<file path="src/sv/salc_pkg.sv">
// Shared types, widths and defaults for the set-associative LRU tag store.
// No dependencies; every other file of the block imports this package.
package salc_pkg;

   localparam int KIND_W       = 2;
   localparam int SET_IDX_W    = 6;
   localparam int TAG_W        = 20;
   localparam int OUTCOME_W    = 2;
   localparam int TOTAL_W      = 32;
   localparam int STAMP_W      = 48;
   localparam int WAYS_CFG_W   = 4;

   // Widest set index and tag that the parameters allow.
   localparam int SET_EXT_W    = 12;
   localparam int TAG_EXT_W    = 58;

   localparam int DEF_SET_BITS = 6;
   localparam int DEF_WAYS     = 8;
   localparam int DEF_TAG_BITS = 20;

   localparam logic [WAYS_CFG_W-1:0] WAYS_RESET = 4'd8;

   typedef enum logic [KIND_W-1:0] {
      KIND_FETCH,
      KIND_LOAD,
      KIND_STORE,
      KIND_MODIFY
   } kind_type;

   typedef enum logic [OUTCOME_W-1:0] {
      OUT_NONE,
      OUT_HIT,
      OUT_COLD,
      OUT_CONFLICT
   } outcome_type;

   typedef enum logic [2:0] {
      ST_CLEAR,
      ST_IDLE,
      ST_LOOKUP,
      ST_SELECT,
      ST_FINISH
   } salc_state_type;

endpackage

</file>
<file path="src/sv/salc_lru_sel.sv">
// Iterative LRU victim search: halves the candidate list once per cycle.
// Depends on salc_pkg for the stamp width.
module salc_lru_sel #(
   parameter int WAYS = salc_pkg::DEF_WAYS,
   parameter int WIW  = (WAYS > 1) ? $clog2(WAYS) : 1
) (
   input  logic                                   clock,
   input  logic                                   reset,
   input  logic                                   start,
   input  logic [WAYS-1:0]                        in_use,
   input  logic [WAYS-1:0][salc_pkg::STAMP_W-1:0] stamps,
   output logic                                   done,
   output logic [WIW-1:0]                         way
);
   import salc_pkg::*;

   localparam int LVL = (WAYS > 1) ? $clog2(WAYS) : 0;
   localparam int P   = 1 << LVL;
   localparam int CW  = (LVL > 0) ? $clog2(LVL + 1) : 1;

   logic [P-1:0]              load_v;
   logic [P-1:0][STAMP_W-1:0] load_s;
   logic [P-1:0][WIW-1:0]     load_i;

   logic [P-1:0]              cand_v_ff, cand_v_in;
   logic [P-1:0][STAMP_W-1:0] cand_s_ff, cand_s_in;
   logic [P-1:0][WIW-1:0]     cand_i_ff, cand_i_in;
   logic                      busy_ff, busy_in;
   logic [CW-1:0]             cnt_ff, cnt_in;

   for (genvar j = 0; j < P; j++) begin : g_load
      if (j < WAYS) begin : g_real
         assign load_v[j] = in_use[j];
         assign load_s[j] = stamps[j];
      end else begin : g_pad
         assign load_v[j] = 1'b0;
         assign load_s[j] = '0;
      end
      assign load_i[j] = WIW'(j);
   end

   assign done = busy_ff && (cnt_ff == CW'(LVL));
   assign way  = cand_i_ff[0];

   always_comb begin
      cand_v_in = cand_v_ff;
      cand_s_in = cand_s_ff;
      cand_i_in = cand_i_ff;
      busy_in   = busy_ff;
      cnt_in    = cnt_ff;
      if (start) begin
         cand_v_in = load_v;
         cand_s_in = load_s;
         cand_i_in = load_i;
         busy_in   = 1'b1;
         cnt_in    = '0;
      end else if (done) begin
         busy_in = 1'b0;
      end else if (busy_ff) begin
         // The lower entry of each pair wins ties, which keeps the lowest way.
         for (int j = 0; j < P / 2; j++) begin
            if (cand_v_ff[2*j+1] &&
                (!cand_v_ff[2*j] || cand_s_ff[2*j+1] < cand_s_ff[2*j])) begin
               cand_v_in[j] = cand_v_ff[2*j+1];
               cand_s_in[j] = cand_s_ff[2*j+1];
               cand_i_in[j] = cand_i_ff[2*j+1];
            end else begin
               cand_v_in[j] = cand_v_ff[2*j];
               cand_s_in[j] = cand_s_ff[2*j];
               cand_i_in[j] = cand_i_ff[2*j];
            end
         end
         for (int j = P / 2; j < P; j++) begin
            cand_v_in[j] = 1'b0;
         end
         cnt_in = cnt_ff + 1'b1;
      end
   end

   always_ff @(posedge clock) begin
      if (reset) begin
         busy_ff <= 1'b0;
         cnt_ff  <= '0;
      end else begin
         busy_ff <= busy_in;
         cnt_ff  <= cnt_in;
      end
      cand_v_ff <= cand_v_in;
      cand_s_ff <= cand_s_in;
      cand_i_ff <= cand_i_in;
   end

endmodule

</file>
<file path="config.mk">
export PLATFORM = sky130hd
export DESIGN_NAME = salc_lru_sel
export DESIGN_NICKNAME = d
export VERILOG_FILES = /design/src/sv/salc_pkg.sv /design/src/sv/salc_lru_sel.sv
export SDC_FILE = /design/constraint.sdc
export NUM_CORES = 1
export LEC_CHECK = 0
export BUFFER_PORTS_ARGS = -buffer_cell sky130_fd_sc_hd__buf_4
export CAP_MARGIN = 20
export CORE_MARGIN = 3
export CORE_UTILIZATION = 30
export DETAILED_ROUTE_END_ITERATION = 8
export MAX_ROUTING_LAYER = met4
export PLACE_DENSITY_LB_ADDON = 0.08
export SLEW_MARGIN = 5
export SYNTH_ARGS = -nofsm -noshare
export SYNTH_HDL_FRONTEND = slang
export SYNTH_SLANG_ARGS = --single-unit
</file>
<file path="constraint.sdc">
create_clock -name clock -period 6.2 [get_ports clock]
set_clock_uncertainty 0.05 [all_clocks]
set_input_delay 0.31 -clock clock [delete_from_list [all_inputs] [get_ports clock]]
set_output_delay 0.31 -clock clock [all_outputs]
set_load 0.01 [all_outputs]
</file>
==> results of run 1 <==
## cells by family after synthesis
| kind of cell | synth area share, % |
|---|---|
| AO/OA/AOI/OAI | 9.11 |
| adder cells (fa/ha/maj) | 11.5 |
| AND/OR/NAND/NOR | 6.56 |
| multiplexers | 9.61 |
| XOR/XNOR | 0.0425 |
| flip-flops | 58.3 |
| buffers and inverters | 4.88 |
## Yosys cell counts (all sizes together), types with 32 or more instances
library cell / number
mux2i: 144
inv: 195
a21oi: 119
a21o: 41
nand4: 32
o21ai: 125
clkbuf: 42
ha: 189
edfxtp: 392
nor2: 66
mux2: 48
nand2: 143
## worst reg2reg max path: stages, from the launching register on
cell                       delay [ps]
sky130_fd_sc_hd__edfxtp_1         410
sky130_fd_sc_hd__ha_1             340
sky130_fd_sc_hd__nand4_1          120
sky130_fd_sc_hd__nor4_1           670
sky130_fd_sc_hd__buf_2            270
sky130_fd_sc_hd__nor4b_1          400
sky130_fd_sc_hd__o311ai_1         270
sky130_fd_sc_hd__nand2_4          860
sky130_fd_sc_hd__mux2i_1          410
sky130_fd_sc_hd__a21oi_1          140
## what timing repair did
action	in CTS	in global routing
hold buffers	367	0
endpoints found under the hold margin	369	0
buffers inserted	0	0
## state kept, by name (all words and copies together) (netlist names)
signal and cells:
busy_ff 1, cand_i_ff 7, cand_s_ff 384, cand_v_ff 8, cnt_ff 2, way 3
## placed cells by master (no fill, tap or decap), types with 8 or more instances in the layout
| cell | n |
|---|---|
| sky130_fd_sc_hd__buf_4 | 406 |
| sky130_fd_sc_hd__edfxtp_1 | 392 |
| sky130_fd_sc_hd__dlygate4sd3_1 | 367 |
| sky130_fd_sc_hd__inv_1 | 194 |
| sky130_fd_sc_hd__ha_1 | 189 |
| sky130_fd_sc_hd__mux2i_1 | 144 |
| sky130_fd_sc_hd__nand2_1 | 139 |
| sky130_fd_sc_hd__a21oi_1 | 119 |
| sky130_fd_sc_hd__o21ai_1 | 69 |
| sky130_fd_sc_hd__nor2_1 | 66 |
| sky130_fd_sc_hd__o21ai_0 | 56 |
| sky130_fd_sc_hd__clkbuf_16 | 50 |
| sky130_fd_sc_hd__mux2_2 | 48 |
| sky130_fd_sc_hd__a21o_1 | 41 |
| sky130_fd_sc_hd__nand4_1 | 32 |
| sky130_fd_sc_hd__dfxtp_1 | 13 |
| sky130_fd_sc_hd__diode_2 | 12 |
| sky130_fd_sc_hd__nand3_1 | 12 |
| sky130_fd_sc_hd__clkbuf_1 | 12 |
| sky130_fd_sc_hd__nor3_1 | 9 |
| sky130_fd_sc_hd__clkinv_1 | 9 |
| sky130_fd_sc_hd__and2_1 | 8 |
| sky130_fd_sc_hd__clkinv_2 | 8 |
## report_power, final
group	internal (mW)	switching [mW]	total, mW
sequential	3.34	0.144	3.49
clock	1.65	1.19	2.84
combinational	0.741	0.724	1.47
total	5.73	2.06	7.79
## metal layers
metal | routed length (um) | vias up | global-route usage [%] | share of wire (%)
li1 | - | 7661 | - | -
met1 | 29600 | 7221 | 23.5 | 46
met2 | 30600 | 344 | 29.5 | 48
met3 | 2840 | 82 | 3.08 | 4.4
met4 | 1270 | 0 | 4.41 | 2.0
met5 | 0 | - | - | 0
## how the worst max path moves through the flow
stage,startpoint,endpoint,slack [ps],cells after the start
2_1_floorplan,start,cand_s_ff[100],1070,6
3_3_place_gp,cand_s_ff[359],cand_s_ff[159],1700,8
3_5_place_dp,cand_s_ff[351],cand_s_ff[159],1880,9
4_1_cts,cand_s_ff[351],cand_s_ff[159],1880,9
5_1_grt,cand_s_ff[299],cand_s_ff[156],1790,10
6_report,cand_s_ff[347],cand_s_ff[159],1970,9
## cell type report
cell class	count	area, um^2
well taps	873	1090
flip-flops and latches	405	12000
fillers	6278	37800
multi-input cells	1008	7610
diodes	12	30.0
repair buffers	778	6790
clock inverters	25	258
inverters	195	734
clock buffers	62	1300
## per-stage QoR
stage	power (mW)	hold WS, ps
after global placement	4.81	383
after floorplan	4.25	329
final	7.79	27.3
after CTS	7.91	0.992
after detailed placement	4.83	389
after global routing	8.20	11.2
==> results.txt, run 1 <==
- The most used flip-flop cell after synthesis is sky130_fd_sc_hd__edfxtp_1.
* CTS tree: done
- Peak supply drop: roughly 0.22 mV
* Post-synth cell types: 51
* Final Max Slew Viols: 0
* Tot GR Track Use: between 15 and 20%
- Clock latency on the worst-skew pair, taken at its later pin, is slightly above 600 ps.
- Horizontal extent of the die: 268 um
- Detailed router's first-iteration violation count: 737
* Type of the tightest min-delay check: input port to flip-flop
- The root buffer cell chosen for the clock tree is sky130_fd_sc_hd__clkbuf_16.
* # rows: 95
- Detailed routing inserted a total of roughly 15000 vias.
- Across the run, the number of max-cap violations was 0.
- The number of hold violations in the final report came to 0.
- Once placement completed, the tool counted placed cells totaling roughly 2900.
- Area share of the largest cell type after synthesis: a little under three fifths
- The final critical path takes up between 60% and 70% of the cycle.
- STA classifies the critical path endpoint as a flip-flop.
- The routed design has 64300 um of wire.
- Residual DRC count: 0
- Grouping stages by cell kind, the critical path spends the most delay in simple AND/OR/NAND/NOR gates.
- Vias per std cell: between 4 and 5
- Syn Std Cell Area: 20600 um^2
- At the placement stage, the worst setup path has a slack of 1880 ps.
- Averaged over all synthesized cells, the footprint is around 12 um^2.
- Post-synth EDFFs: 392
- Number of buffer cells added on primary ports: 398
- Clock sink count: 405
- Gates resized, CTS repair: 0
- The path with the worst hold slack has its endpoint at cand_s_ff[103].
- Worst-margin pin slew: about 1100 ps
- Clk pin slew, worst setup/hold paths: roughly 60 ps
- Antenna Nets Post-Route: 0
* Vias in the first global route: 16300
- For this configuration, the core starts out at a cell density of between 30% and 40%.
- The die covers approximately 70000 um^2.
- Category of the worst setup path launch point: flip-flop
* Share of synthesized registers carrying an async set or reset: 0%
- Beginning of the worst register-to-register path: cand_s_ff[347]
- Data required time of the worst path: between 6000 and 7000 ps
- Once layout is complete, the utilization of the core stands at 44.1%.
- Among all stages on the critical path, the largest delay is contributed by sky130_fd_sc_hd__nand2_4.
- The die is approximately 270 um tall.
* Worst-path maximum fanout: between 40 and 50
- The clock passes through at most 3 buffers.
* Length in cells of the worst reg-to-reg path: 9
- At the end of the flow, the number of nets in the layout was 3022.
- The number of buffers and inverters on the critical path is 1.
- For this run, the slowest stage of the critical path takes approximately 860 ps.
- Compared with the post-synthesis result, the final layout area differs by 44.7%.
* Number of cells produced by synthesis: roughly 1700
- Cell type with the highest aggregate area in the netlist: sky130_fd_sc_hd__edfxtp_1
- The run finished with clean final reports.
- In this run the power density over the cells is 261 nW/um^2.
- The post-route netlist has 21.7% of its cells at a drive strength greater than 1.
- Across all register-to-register paths, the minimum setup slack is 1970 ps.
- Worst path arrival time: approximately 4500 ps
- Clock tree synthesis inserted a total of 50 buffers.
- Placeable core region: between 60000 and 70000 um^2
- The pre-antenna-repair detailed-routing pass consisted of 5 iterations.
* Final worst-path setup slack: just under 2000 ps
* First-pass GRT wire length: approximately 95000 um
- In this run the critical register-to-register path is captured at cand_s_ff[159].
* Placed instance area: about 25000 um^2
- The share of the Yosys chip area taken by registers is 58.3%.
- Largest cells by area after synthesis: sky130_fd_sc_hd__edfxtp_1 (57%), sky130_fd_sc_hd__ha_1 (11%), sky130_fd_sc_hd__mux2i_1 (7.0%)
* Initial antenna violation count: 11
- During synthesis, Yosys emitted a total of 0 warnings.
- Summing all non-filler instances in the final layout gives an area of around 30000 um^2.
- Cell-by-cell listing of the critical path: ha_1, nand4_1, nor4_1, buf_2, nor4b_1, o311ai_1, nand2_4, mux2i_1, a21oi_1
* Path type of the worst setup path: flip-flop to flip-flop
* Number of stages on the worst hold path: 3
- Once layout is complete, the cells apart from fillers number between 3000 and 4000.
* Setup repair after global routing missed its margin: false
- Leak pwr: 13.3 nW
* Timing-limited maximum frequency: between 200 and 250 MHz
- Post-layout minimum cycle time: approximately 4200 ps
- CTS built an H-tree with a depth of 2.
- Number of nets produced by synthesis: about 2300
* Count of endpoints failing setup in the final report: 0
- The startpoint identified for the worst hold timing path is stamps[103].
- Maximum number of pins on one net before global-route repair: roughly 180
- Headroom to the max-slew limit: 26.4%
* Final RePlAce weighted congestion: 0.808
- Total negative slack for setup checks: 0 ps
* I/O pin total: about 400
- Global-route congestion overflow total: 0
- HPWL after DPL: 47100 um
- Yosys reg bits: between 400 and 500
* WL/cell: about 19 um
(Power assumes the default switching activity.)
==> inputs of run 2 (changes only) <==
--- a/config.mk
+++ b/config.mk
@@ -5,6 +5,7 @@
 export SDC_FILE = /design/constraint.sdc
 export NUM_CORES = 1
 export LEC_CHECK = 0
+export ABC_AREA = 1
 export BUFFER_PORTS_ARGS = -buffer_cell sky130_fd_sc_hd__buf_4
 export CAP_MARGIN = 20
 export CORE_MARGIN = 3
==> constraint.sdc (replaced) <==
create_clock -name clock -period 3.5 [get_ports clock]
set_clock_uncertainty 0.05 [all_clocks]
set_input_delay 0.175 -clock clock [delete_from_list [all_inputs] [get_ports clock]]
set_output_delay 0.175 -clock clock [all_outputs]
set_load 0.01 [all_outputs]
==> results.txt, run 2 <==
- Biggest cell delay along the critical path: 380 ps (-480 ps)
- Post-route clock period utilization: 83.7% (+15 points)
- Syn Std Cell Area: 22000 um^2 (+6.8%)
* First-pass GRT wire length: 114000 um (+20%)
- Result of the run: finished clean
- The library cell used most frequently in the layout, excluding fill and tap cells, is sky130_fd_sc_hd__nand2_1.
- TritonCTS built the clock tree.
* Cell type of the slowest stage on the worst timing path: sky130_fd_sc_hd__edfxtp_1
- Die span in y: 277 um (+3.3%)
- Data required time of the worst path: 3780 ps (-2690 ps)
- CP Capture Type: flip-flop
- The number of instances resized during post-cts repair came to 0 (unchanged).
- Final Max Slew Viols: 0 (unchanged)
* Tot GR Track Use: 20.1% (+2.0 points)
* Dominant register cell in the synthesized netlist: sky130_fd_sc_hd__edfxtp_1
- Cell-by-cell listing of the critical path: ha_1, nand2_1, nor2_1, nand4_1, nor2_1, nand2_1, nor2_1, nand2_1, nand2_1, nand2_2, nand2_2, buf_12, nand2_1, nand3_1, nand2_1
- GR Layer Usage met2: 32.7% (+3.2 points)
- Buf+Inv Stages, Crit Path: 1 (unchanged)
* Setup repair after global routing missed its margin: false
* Yosys reg bits: 405 (unchanged)
* Share of synthesized registers carrying an async set or reset: 0% (unchanged)
- Area added between synthesis and finish: 43.3%
- Die area: 76700 um^2 (+6.6%)
- The total congestion overflow came to 0 (unchanged).
* Initial antenna violation count: 14 (+3)
- The library cells used most frequently in the layout, excluding fill and tap cells, are sky130_fd_sc_hd__nand2_1 (793), sky130_fd_sc_hd__buf_4 (414), sky130_fd_sc_hd__inv_1 (408), sky130_fd_sc_hd__dlygate4sd3_1 (395), sky130_fd_sc_hd__edfxtp_1 (392).
- Max Root-Sink Buffers: 3 (unchanged)
- The width of the chip was 277 um (+3.3%).
* Max-cap violation count: 0 (unchanged)
* Worst path arrival time: 3210 ps (-1290 ps)
- The post-synthesis instance total came to 2424 (+45%).
- Most flops, register: cand_s_ff
- Type of the tightest min-delay check: input port to flip-flop
* Peak supply drop: 0.306 mV (+39%)
- The net count of the mapped netlist came to 3008 (+34%).
- Number of setup buffers added after CTS: 0 (unchanged)
- Vias in the first global route: 19333 (+19%)
* HPWL after DPL: 55900 um (+19%)
* Post-synth EDFFs: 392 (unchanged)
- Worst-margin pin slew: 1150 ps (+43.3 ps)
- Max reg flops: 384 (unchanged)
* Final worst-path setup slack: 572 ps (-1390 ps)
* Residual DRC count: 0 (unchanged)
- Worst-skew pair later-pin latency: 610 ps (about the same)
* Final Hold Violating Endpoints: 0 (unchanged)
- The power density normalized to cell area came to 444 nW/um^2 (+70%).
* I/O pin total: 399 (unchanged)
- The final design area excluding fillers was 31600 um^2 (+5.8%).
* Busiest metal layer after global routing: met2
- Final-layout worst hold slack: 239 ps (+212 ps)
* Ratio of cells with drive above 1 in the final layout: 15.5% (-6.2 points)
- Category of the worst setup path launch point: flip-flop
- Post-layout minimum cycle time: 2930 ps (-1310 ps)
* Leak pwr: 15.3 nW (+15%)
- The sequential share of the synthesized area is 54.6% (-3.7 points).
- The count of nets after finishing came to 3782 (+25%).
* Path type of the worst setup path: flip-flop to flip-flop
- The largest registers in the layout are cand_s_ff: 384 flops, cand_v_ff: 8 flops, cand_i_ff: 7 flops.
* Headroom to the max-slew limit: 23.5% (-2.9 points)
- The final total negative setup slack is 0 ps (unchanged).
- WL/cell: 18.1 um (-5.5%)
* Clock sink count: 405 (unchanged)
* GR met1 Demand/Resource: 26.1% (+2.6 points)
- Worst-path maximum fanout: 32 (-35%)
- Sorting the synthesized cells by area gives the leading types as sky130_fd_sc_hd__edfxtp_1 (53%), sky130_fd_sc_hd__nand2_1 (14%), sky130_fd_sc_hd__ha_1 (11%).
- Worst slack at placement: 539 ps (-1340 ps)
* Antenna Nets Post-Route: 0 (unchanged)
- Num CTS Buffers: 51 (+2.0%)
- Number of iterations in the first detailed-routing pass: 5 (unchanged)
- The total setup violations reported at the end of the flow was 0 (unchanged).
* Maximum number of pins on one net before global-route repair: 135 (-25%)
* Detailed router's first-iteration violation count: 1036 (+41%)
* Leading cell types by count after synthesis: sky130_fd_sc_hd__nand2_1 (796), sky130_fd_sc_hd__inv_1 (410), sky130_fd_sc_hd__edfxtp_1 (392)
- Among all cell types in the netlist, the one instantiated most often is sky130_fd_sc_hd__nand2_1.
* Root buf cell: sky130_fd_sc_hd__clkbuf_16
- sky130_fd_sc_hd__edfxtp_1 takes more of the synthesized area than any other cell.
- Total detailed-routing wirelength: 76000 um (+18%)
- The met3 usage is 3.20% (+0.13 points).
- The row count is 98 (+3.2%).
- The count of cell types in the netlist came to 26 (-49%).
- H-tree depth: 2 (unchanged)
- Timing-limited maximum frequency: 342 MHz (+45%)
- The top cell type's share of synthesized area was 53.4% (-3.6 points).
- Initial Utilization: 30.5% (+0.049 points)
- Total vias in the final route: 18786 (+23%)
- Placeable core region: 72100 um^2 (+6.6%)
- Vias per std cell: 4.47 (-1.9%)
- In this design, the largest share of critical-path delay is due to simple AND/OR/NAND/NOR gates.
* Most used cell, CP: sky130_fd_sc_hd__nand2_1
- Number of buffer cells added on primary ports: 398 (unchanged)
- The post-synthesis area per instance was 9.09 um^2 (-27%).
- Final RePlAce weighted congestion: 0.798 (-1.2%)
- Syn. warnings: 0 (unchanged)
- Placed instance area: 26000 um^2 (+5.8%)
- Clk pin slew, worst setup/hold paths: 60 ps (about the same)
## run 2: cell types whose count changed in the layout (fill, tap and decap cells not counted), sizes merged, moves of 48 or more
cell	previous run	this run
inv	197	410
o21ai	125	26
mux2i	144	0
nand3	12	312
nand2	143	801
mux2	48	0
## run 2: timing repair
| action | CTS | global route |
|---|---|---|
| setup endpoints to repair | 0 | 0 |
| hold endpoints to repair | 418 | 0 |
| hold buffers | 395 | 0 |
## run 2: final cells by class
type,count,area [um^2]
sequential,405,12000
antenna,16,40.0
multi-input combinational,1513,7990
inverter,410,1550
clock buffer,62,1340
clock inverter,26,211
fill,7081,40500
tap,950,1190
timing repair buffer,817,7220
## run 2: metal layers
metal / up-vias / part of all wire [%] / routed length [um]
li1: 9460 / - / -
met1: 8803 / 45 / 34500
met2: 427 / 47 / 35900
met3: 96 / 4.9 / 3760
met4: 0 / 2.5 / 1870
met5: - / 0 / 0
## run 2: logic make-up (layout without fill, tap and decap cells)
group                    after synthesis  count (layout)  share of synthesized area (%)
AO/OA/AOI/OAI                        122             122                           2.92
adder cells (fa/ha/maj)              189             189                           10.7
buffers and inverters                506            1315                           9.16
flip-flops                           405             405                           54.6
other                                  0              16                              0
AND/OR/NAND/NOR                     1202            1202                           22.6
## run 2: path summary, 6_finish.rpt
kind	slack (ps)	cells after the start	endpoint	start
max	570	15	cand_s_ff[121]	cand_s_ff[287]
min	240	2	cand_s_ff[305]	stamps[305]
max reg2reg	570	15	cand_s_ff[121]	cand_s_ff[287]
min reg2reg	420	2	cand_i_ff[4]	cand_i_ff[7]
## run 2: stage by stage
stage                     power [mW]  utilization (%)  instances
after CTS                       14.2             43.7       4183
after detailed placement        8.80             36.1       3700
after global placement          8.76             36.1       3700
final                           14.0             43.8       4199
after global routing            14.8             43.8       4196
after floorplan                 7.64                -       2424
## run 2: where the power goes
group / leakage (nW) / switching [mW] / internal (mW)
registers: 4.02 / 0.273 / 5.91
clock network: 0.759 / 2.07 / 2.91
logic: 10.5 / 1.58 / 1.27
total: 15.3 / 3.92 / 10.1
